**src/siphash_2_4_mac_core_assert.svh**
```systemverilog
// assertion macros for the siphash 2-4 mac core
// used by the control sequencer, no other dependencies
`ifndef SIPHASH_2_4_MAC_CORE_ASSERT_SVH
`define SIPHASH_2_4_MAC_CORE_ASSERT_SVH

// same-cycle implication, checked while out of reset
`define SH24_ASSERT_NOW(lbl, clk, rst_n, ante, cons, msg) \
	lbl: assert property (@(posedge clk) disable iff (!rst_n) (ante) |-> (cons)) \
		else $error(msg);

// next-cycle implication, checked while out of reset
`define SH24_ASSERT_NEXT(lbl, clk, rst_n, ante, cons, msg) \
	lbl: assert property (@(posedge clk) disable iff (!rst_n) (ante) |=> (cons)) \
		else $error(msg);

`endif

```
**src/sh24mac_pkg.sv**
```systemverilog
// shared types, constants and helpers for the siphash 2-4 mac core
// no dependencies
`default_nettype none

package sh24mac_pkg;

	// initialization constants of the scheme
	localparam logic [63:0] SIP_C0 = 64'h736f6d6570736575;
	localparam logic [63:0] SIP_C1 = 64'h646f72616e646f6d;
	localparam logic [63:0] SIP_C2 = 64'h6c7967656e657261;
	localparam logic [63:0] SIP_C3 = 64'h7465646279746573;
	localparam logic [63:0] FIN_MARK = 64'h00000000000000ff;

	// rounds per block and for finalization
	localparam int CRounds = 2;
	localparam int DRounds = 4;
	localparam int RndW = $clog2(DRounds);

	localparam logic [3:0] BYTES_PER_WORD = 4'd8;

	// configuration register indexes
	localparam int CfgIdxW = 1;
	localparam logic [CfgIdxW-1:0] CFG_KEY_LOW  = 1'b0;
	localparam logic [CfgIdxW-1:0] CFG_KEY_HIGH = 1'b1;

	typedef struct packed {
		logic [63:0] v0;
		logic [63:0] v1;
		logic [63:0] v2;
		logic [63:0] v3;
	} lanes_t;

	// sequencer commands to the datapath
	typedef struct packed {
		logic do_round;
		logic absorb_end;
		logic add_len;
		logic start_fin;
		logic emit;
	} ctl_t;

	typedef enum logic [1:0] {
		ST_IDLE,
		ST_ABS,
		ST_FIN,
		ST_OUT
	} st_t;

	// keep the low cnt bytes of a word, cnt below eight
	function automatic logic [63:0] byte_mask(input logic [3:0] cnt);
		logic [63:0] m;
		m = '0;
		for (int i = 0; i < 8; i++) begin
			if (4'(i) < cnt) begin
				m[i*8 +: 8] = 8'hff;
			end
		end
		return m;
	endfunction

endpackage

`default_nettype wire

```
**src/siphash_2_4_mac_core.sv**
```systemverilog
// siphash 2-4 mac: one round unit per cycle; a plain word is accepted, then runs two rounds
// last short item: accept, two absorb rounds, four finalization rounds, then the output write sets tag valid
// last full item: adds a length-only block before finalization; rate set by the round unit
// no new item while a word is in the rounds; the next item is taken while a tag waits
// reset clears control, key registers and message length; lanes load from the key
// at the first item of each message
`default_nettype none

module siphash_2_4_mac_core
	import sh24mac_pkg::*;
(
	input  logic               clk,
	input  logic               arst_n,
	// configuration
	input  logic               cfg_valid,
	output logic               cfg_ready,
	input  logic [CfgIdxW-1:0] cfg_index,
	input  logic [63:0]        cfg_data,
	// input items
	input  logic               in_valid,
	output logic               in_ready,
	input  logic [63:0]        message_word,
	input  logic [3:0]         byte_count,
	input  logic               last_item,
	// results
	output logic               out_valid,
	input  logic               out_ready,
	output logic [63:0]        hash_value
);

	logic [63:0] key_low_q, key_high_q;
	lanes_t      lanes_q, base, rnd_out;
	logic [63:0] blk_q, first_blk, len_blk;
	logic [7:0]  len_q, len_base, len_new;
	logic        in_msg_q;
	logic [3:0]  cnt;
	logic        full;
	logic        accept;
	logic        out_valid_q;
	logic [63:0] hash_q;
	ctl_t        ctl;

	assign cfg_ready  = 1'b1;
	assign out_valid  = out_valid_q;
	assign hash_value = hash_q;
	assign accept     = in_valid && in_ready;

	// key registers
	always_ff @(posedge clk or negedge arst_n) begin
		if (!arst_n) begin
			key_low_q  <= '0;
			key_high_q <= '0;
		end else if (cfg_valid) begin
			unique case (cfg_index)
				CFG_KEY_LOW:  key_low_q  <= cfg_data;
				CFG_KEY_HIGH: key_high_q <= cfg_data;
				default: ;
			endcase
		end
	end

	// first block of an item and the updated length
	always_comb begin
		if (!last_item || byte_count > BYTES_PER_WORD) begin
			cnt = BYTES_PER_WORD;
		end else begin
			cnt = byte_count;
		end
		full     = (cnt == BYTES_PER_WORD);
		len_base = in_msg_q ? len_q : 8'd0;
		len_new  = len_base + {4'd0, cnt};
		if (full) begin
			first_blk = message_word;
		end else begin
			first_blk = (message_word & byte_mask(cnt)) | {len_new, 56'd0};
		end
		len_blk = {len_q, 56'd0};
	end

	// lanes start from the key at the first item of a message
	always_comb begin
		if (in_msg_q) begin
			base = lanes_q;
		end else begin
			base.v0 = key_low_q ^ SIP_C0;
			base.v1 = key_high_q ^ SIP_C1;
			base.v2 = key_low_q ^ SIP_C2;
			base.v3 = key_high_q ^ SIP_C3;
		end
	end

	sh24mac_round u_round (
		.a (lanes_q),
		.y (rnd_out)
	);

	sh24mac_ctrl u_ctrl (
		.clk       (clk),
		.arst_n    (arst_n),
		.in_valid  (in_valid),
		.in_ready  (in_ready),
		.item_last (last_item),
		.item_full (full),
		.out_valid (out_valid_q),
		.out_ready (out_ready),
		.ctl       (ctl)
	);

	// lane and block registers
	always_ff @(posedge clk) begin
		if (accept) begin
			lanes_q.v0 <= base.v0;
			lanes_q.v1 <= base.v1;
			lanes_q.v2 <= base.v2;
			lanes_q.v3 <= base.v3 ^ first_blk;
			blk_q      <= first_blk;
		end else if (ctl.do_round) begin
			lanes_q.v0 <= ctl.absorb_end ? (rnd_out.v0 ^ blk_q) : rnd_out.v0;
			lanes_q.v1 <= rnd_out.v1;
			lanes_q.v2 <= ctl.start_fin ? (rnd_out.v2 ^ FIN_MARK) : rnd_out.v2;
			lanes_q.v3 <= ctl.add_len ? (rnd_out.v3 ^ len_blk) : rnd_out.v3;
			if (ctl.add_len) begin
				blk_q <= len_blk;
			end
		end
	end

	// message length and open flag
	always_ff @(posedge clk or negedge arst_n) begin
		if (!arst_n) begin
			len_q    <= '0;
			in_msg_q <= 1'b0;
		end else if (accept) begin
			len_q    <= len_new;
			in_msg_q <= 1'b1;
		end else if (ctl.start_fin) begin
			len_q    <= '0;
			in_msg_q <= 1'b0;
		end
	end

	// result register
	always_ff @(posedge clk or negedge arst_n) begin
		if (!arst_n) begin
			out_valid_q <= 1'b0;
		end else if (ctl.emit) begin
			out_valid_q <= 1'b1;
		end else if (out_ready) begin
			out_valid_q <= 1'b0;
		end
	end

	always_ff @(posedge clk) begin
		if (ctl.emit) begin
			hash_q <= lanes_q.v0 ^ lanes_q.v1 ^ lanes_q.v2 ^ lanes_q.v3;
		end
	end

endmodule

`default_nettype wire

```
**src/sh24mac_round.sv**
```systemverilog
// one siphash round over the four lanes, purely combinational
// depends on sh24mac_pkg for the lane struct
`default_nettype none

module sh24mac_round
	import sh24mac_pkg::*;
(
	input  lanes_t a,
	output lanes_t y
);

	logic [63:0] v0_a, v1_a, v2_a, v3_a;
	logic [63:0] v0_b, v2_b;

	// first half round
	always_comb begin
		v0_a = a.v0 + a.v1;
		v2_a = a.v2 + a.v3;
		v1_a = {a.v1[50:0], a.v1[63:51]} ^ v0_a;
		v3_a = {a.v3[47:0], a.v3[63:48]} ^ v2_a;
	end

	// second half round
	always_comb begin
		v2_b = v2_a + v1_a;
		v0_b = {v0_a[31:0], v0_a[63:32]} + v3_a;
		y.v0 = v0_b;
		y.v1 = {v1_a[46:0], v1_a[63:47]} ^ v2_b;
		y.v3 = {v3_a[42:0], v3_a[63:43]} ^ v0_b;
		y.v2 = {v2_b[31:0], v2_b[63:32]};
	end

endmodule

`default_nettype wire

```
**src/sh24mac_ctrl.sv**
```systemverilog
// sequencer that steps the shared round unit through absorb and finalization
// depends on sh24mac_pkg and the assertion macro header
`default_nettype none
`include "siphash_2_4_mac_core_assert.svh"

module sh24mac_ctrl
	import sh24mac_pkg::*;
(
	input  logic clk,
	input  logic arst_n,
	input  logic in_valid,
	output logic in_ready,
	input  logic item_last,
	input  logic item_full,
	input  logic out_valid,
	input  logic out_ready,
	output ctl_t ctl
);

	localparam logic [RndW-1:0] RND_ABS_LAST = RndW'(CRounds - 1);
	localparam logic [RndW-1:0] RND_FIN_LAST = RndW'(DRounds - 1);

	st_t            st_q, st_d;
	logic [RndW-1:0] rnd_q, rnd_d;
	logic           extra_q, extra_d;
	logic           last_q, last_d;
	logic           accept;

	// state registers
	always_ff @(posedge clk or negedge arst_n) begin
		if (!arst_n) begin
			st_q    <= ST_IDLE;
			rnd_q   <= '0;
			extra_q <= 1'b0;
			last_q  <= 1'b0;
		end else begin
			st_q    <= st_d;
			rnd_q   <= rnd_d;
			extra_q <= extra_d;
			last_q  <= last_d;
		end
	end

	// next state and commands
	always_comb begin
		st_d     = st_q;
		rnd_d    = rnd_q;
		extra_d  = extra_q;
		last_d   = last_q;
		in_ready = 1'b0;
		ctl      = '0;
		accept   = 1'b0;
		unique case (st_q)
			ST_IDLE: begin
				in_ready = 1'b1;
				accept   = in_valid;
				if (in_valid) begin
					st_d    = ST_ABS;
					rnd_d   = '0;
					last_d  = item_last;
					extra_d = item_last && item_full;
				end
			end
			ST_ABS: begin
				ctl.do_round = 1'b1;
				rnd_d = rnd_q + 1'b1;
				if (rnd_q == RND_ABS_LAST) begin
					ctl.absorb_end = 1'b1;
					rnd_d = '0;
					if (extra_q) begin
						// length-only block follows a full last word
						ctl.add_len = 1'b1;
						extra_d = 1'b0;
					end else if (last_q) begin
						ctl.start_fin = 1'b1;
						st_d = ST_FIN;
					end else begin
						st_d = ST_IDLE;
					end
				end
			end
			ST_FIN: begin
				ctl.do_round = 1'b1;
				rnd_d = rnd_q + 1'b1;
				if (rnd_q == RND_FIN_LAST) begin
					rnd_d = '0;
					st_d  = ST_OUT;
				end
			end
			ST_OUT: begin
				// wait for the output register to free up
				if (!out_valid || out_ready) begin
					ctl.emit = 1'b1;
					st_d = ST_IDLE;
				end
			end
			default: begin
				st_d = ST_IDLE;
			end
		endcase
	end

	`SH24_ASSERT_NEXT(a_full_last_extra, clk, arst_n, accept && item_last && item_full, extra_q, "full last word must queue a length block")
	`SH24_ASSERT_NEXT(a_fin_to_out, clk, arst_n, (st_q == ST_FIN) && (rnd_q == RND_FIN_LAST), st_q == ST_OUT, "finalization must end after four rounds")
	`SH24_ASSERT_NEXT(a_word_done, clk, arst_n, (st_q == ST_ABS) && (rnd_q == RND_ABS_LAST) && !extra_q && !last_q, in_ready, "plain word must return to idle after two rounds")
	`SH24_ASSERT_NOW(a_emit_free, clk, arst_n, ctl.emit, !out_valid || out_ready, "tag written over a pending transaction")

endmodule

`default_nettype wire

```
**config.mk**
```make
export PLATFORM = sky130hd
export DESIGN_NAME = siphash_2_4_mac_core
export DESIGN_NICKNAME = d
export VERILOG_FILES = /design/src/sh24mac_pkg.sv /design/src/siphash_2_4_mac_core.sv /design/src/sh24mac_round.sv /design/src/sh24mac_ctrl.sv
export VERILOG_INCLUDE_DIRS = /design/src /design/src/src
export SDC_FILE = /design/constraint.sdc
export NUM_CORES = 2
export LEC_CHECK = 0
export BUFFER_PORTS_ARGS = -buffer_cell sky130_fd_sc_hd__buf_2
export CAP_MARGIN = 20
export CORE_AREA = 2 2 295 297
export DETAILED_ROUTE_END_ITERATION = 12
export DIE_AREA = 0 0 297 299
export PLACE_DENSITY = 0.69
export SLEW_MARGIN = 25
export SYNTH_ARGS = -nofsm -noshare
export SYNTH_HDL_FRONTEND = slang
export SYNTH_HIERARCHICAL = 1
export SYNTH_SLANG_ARGS = --single-unit
export TNS_END_PERCENT = 5
```
**constraint.sdc**
```tcl
create_clock -name clk -period 14.9 [get_ports clk]
set_input_delay 0 -clock clk [delete_from_list [all_inputs] [get_ports clk]]
set_output_delay 0 -clock clk [all_outputs]
set_load 0.01 [all_outputs]
```
==> summary.md <==
| Metric | Value |
|---|---|
| CTS tree | `yes` |
| Clock root cell | `clkbuf_16` |
| CTS Hold Bufs | `136` |
| Die width | `between 200 and 300 um` |
| Simple-Gate Fraction of Synth Area | `13.1%` |
| Most frequent CP cell | `o21ai_0` |
| Adder-Cell Fraction of Synth Area | `8.05%` |
| Reg2reg setup slack | `between 5000 and 6000 ps` |
| Dpl hpwl | `190 mm` |
| RR Startpoint | `lanes_q[0]` |
| Setup CP Type | `reg -> reg` |
| MaxCap Viol Count | `0` |
| Initial antenna violation count | `24` |
| Most used routing layer | `met2` |
| Outcome | `completed` |
| Area share of xor/xnor cells in the synthesized design | `between 15 and 20%` |
| Placer congestion estimate | `1.19` |
| Sequential area share after synthesis | `a little over a third` |
| Setup TNS | `0 ps` |
| Post-route ant nets | `0` |
| Die area | `between 0.08 and 0.09 mm2` |
| Worst path buffer plus inverter count | `1` |
| TritonCTS sink count | `528` |
| Vias in the first global route | `39.1k` |
| Fin crit share | `63.5%` |
| Post-CTS Resized | `0` |
| Buffers on Ports | `204` |
| Crit path largest cell delay | `~1000 ps` |
| Cell Area, Synth | `approximately 0.042 mm2` |
| Largest net degree at the start of global routing | `170` |
| Met1 Use GR | `a little over three fifths` |
| Ratio of cells with drive above 1 in the final layout | `12.5%` |
| Clk Latency, worst-skew pair | `700 ps` |
| Via count | `between 40k and 50k` |
| Hold Path Origin | `byte_count[3]` |
| Gr usage total | `51.0%` |
| CTS max path bufs | `3` |
| Worst r2r dst | `lanes_q[41]` |
| Met3 Usage GRT | `between 15 and 20%` |
| Crit path DAT | `9830 ps` |
| First-pass GRT wire length | `between 300 and 400 mm` |
| RSZ-0062 raised after global routing | `no` |
| Initial DRC Count | `6449` |
| Multiplexer share of the synthesized area | `approximately 4.4%` |
| Met2 GRT Util | `73.0%` |
| Worst path slowest cell | `xor2_1` |
| Max Fclk | `106 MHz` |
| CP Capture Type | `flop` |
| Crit-path cells | `ha_1 -> inv_1 -> fa_1 -> nand2b_1 -> a211o_1 -> a21oi_2 -> o21bai_1 -> o21bai_1 -> a221oi_1 -> o21ai_0 -> xnor2_1 -> xor2_2 -> ha_1 -> nand2_1 -> or3_1 -> nand3b_1 -> a211oi_1 -> a21boi_0 -> o21ai_0 -> xor2_1 -> xor2_1 -> nand2_1 -> o21ai_0` |
| Compound-cell area share of the yosys netlist | `17.9%` |
| CP required | `between 15000 and 20000 ps` |
| Clk_skew | `32.5 ps` |
| Hold depth | `5` |
| Largest family of logic cells by synthesized area | `compound AO/OA/AOI/OAI gates` |
| Die Ht | `299 um` |
| Core area | `0.0859 mm2` |
| Synth warn | `6` |
| Final Hold Vio Count | `0` |
| Drt wl/cell | `between 30 and 40 um` |
| Final setup violation count | `0` |
| Top FF cell, synth | `edfxtp_1` |
| Row count | `between 100 and 150` |
| Clock slew at reported path FFs | `~70 ps` |
| Worst setup SP type | `flop` |
| Setup bufs post-CTS | `0` |
| Hold Crit Class | `in -> reg` |
| Initial core utilization | `49.3%` |
| Worst-Margin Slew | `roughly 1300 ps` |
| Max-slew violation count | `0` |
| Largest delay share family, worst path | `compound AO/OA/AOI/OAI gates` |
| Gr ovfl total | `0` |
| Syn Area/Cell | `between 9 and 10 um2` |
| Routed WL | `233 mm` |
| Netlist cell types | `approximately 110` |
| Asr flop ratio synth | `about 27%` |
| TritonRoute pass-1 iters | `9` |
| Max-Slew Margin vs Limit | `10.5%` |
| Syn Inst Count | `4561` |
| Crit-path max FO | `5` |
| TritonCTS buffer count | `60` |
| Syn nets | `between 4k and 5k` |
| Area delta synth->final | `13.7%` |
| Number of synthesized flops with an enable pin | `384` |
| Layout Nets | `around 5.2k` |
| Vias/cell | `slightly below 7` |
| Hold Path End | `blk_q[62]` |
| Fin crit period | `about 9500 ps` |
| Ports | `around 210` |
| Drt drc | `0` |
| Worst reg-to-reg path cell count | `23` |
| H-tree level count | `2` |
| Synth Register Bits | `~530` |
[cells by family (layout without fill, tap and decap cells)]
kind of cell | after synthesis | count (layout)
and+or+nand+nor | 1196 | 1196
other | 1 | 12
AOI/OAI and AO/OA | 1222 | 1222
buffers and inverters | 319 | 607
xor gates and xnor gates | 857 | 857
DFF | 528 | 528
muxes | 168 | 168
adders and majority gates | 270 | 270
[registers in the layout (all words and copies together) (netlist names), named ones only]
| signal | flops |
|---|---|
| lanes_q | 256 |
| blk_q | 64 |
| in_msg_q | 1 |
| hash_value | 64 |
| key_low_q | 64 |
| u_ctrl/st_q | 1 |
| u_ctrl/extra_q | 1 |
| out_valid | 1 |
| u_ctrl/rnd_q | 2 |
| u_ctrl/last_q | 1 |
| len_q | 8 |
| key_high_q | 64 |
[worst register-to-register path, cell delays in order, from the launching register on]
cell and delay, ps:
edfxtp_1 470, ha_1 330, inv_1 100, fa_1 220, nand2b_1 160, a211o_1 180
a21oi_2 80, o21bai_1 650, o21bai_1 250, a221oi_1 670, o21ai_0 240, xnor2_1 840
xor2_2 720, ha_1 400, nand2_1 180, or3_1 440, nand3b_1 240, a211oi_1 810
a21boi_0 410, o21ai_0 330, xor2_1 980, xor2_1 220, nand2_1 110, o21ai_0 130
[metrics by stage]
step | hold slack [ps] | instance area, um2 | setup slack, ps | std cells | utilization (%)
finish | 59.0 | 48200 | 5440 | 6015 | 56.0
global route | 52.6 | 48100 | 5460 | 6004 | 56.0
CTS | 15.4 | 48100 | 6030 | 6003 | 55.9
detailed placement | -79.4 | 44600 | 6130 | 5753 | 51.9
global placement | -84.0 | 44400 | 5480 | 5752 | 51.7
floorplan | -296 | 42400 | 3870 | 4561 | -
[layout make-up]
type / instances / area, um2
Fill cell: 7352 / 37800
Multi-Input combinational cell: 3714 / 26300
Sequential cell: 528 / 15100
Timing Repair Buffer: 392 / 2810
Clock buffer: 87 / 1800
Tap cell: 1155 / 1450
Inverter: 101 / 379
Clock inverter: 27 / 267
Antenna cell: 11 / 27.5
[cells in the mapped netlist, types with 74 or more instances]
cell type	count	area share [%]
nand4_1	74	1.1
clkbuf_1	178	1.6
o21ai_0	358	4.2
mux2_2	152	4.0
nor2_1	172	1.5
a21o_1	104	1.8
nand3_1	78	0.92
and3_1	83	1.2
xnor2_1	394	8.1
ha_1	266	7.9
inv_1	100	0.89
xor2_1	457	9.5
nand2_1	580	5.1
a21oi_1	366	4.3
dfrtp_1	144	8.5
edfxtp_1	384	27
[placed cells by master (no fill, tap or decap), types with 78 or more instances in the layout]
master,count
a21oi_1,365
inv_1,100
o21ai_0,355
ha_1,266
edfxtp_1,384
buf_2,203
xnor2_1,383
nand2_1,577
mux2_2,152
dfrtp_1,143
nor2_1,171
nand3_1,78
dlygate4sd3_1,135
and3_1,83
a21o_1,104
xor2_1,436
[per-layer routing]
layer	routed length (um)	vias up	share of wire (%)
met2	94700	3374	41
met1	84200	20200	36
met3	31800	823	14
li1	-	16800	-
met4	22600	20	9.7
met5	158	-	0.068
[worst max path at each step]
stage / start / end / slack (ps) / depth (start not counted)
finish: lanes_q[0] / lanes_q[41] / 5440 / 23
global route: lanes_q[0] / lanes_q[62] / 5460 / 26
CTS: lanes_q[0] / lanes_q[62] / 6030 / 26
detailed placement: lanes_q[0] / lanes_q[62] / 6130 / 26
global placement: lanes_q[1] / lanes_q[58] / 5480 / 26
floorplan: u_ctrl/st_q[0] / lanes_q[100] / 3870 / 8
Power is not shown: default switching activity piles up to over one toggle a cycle in this logic, so the estimate is an artifact.
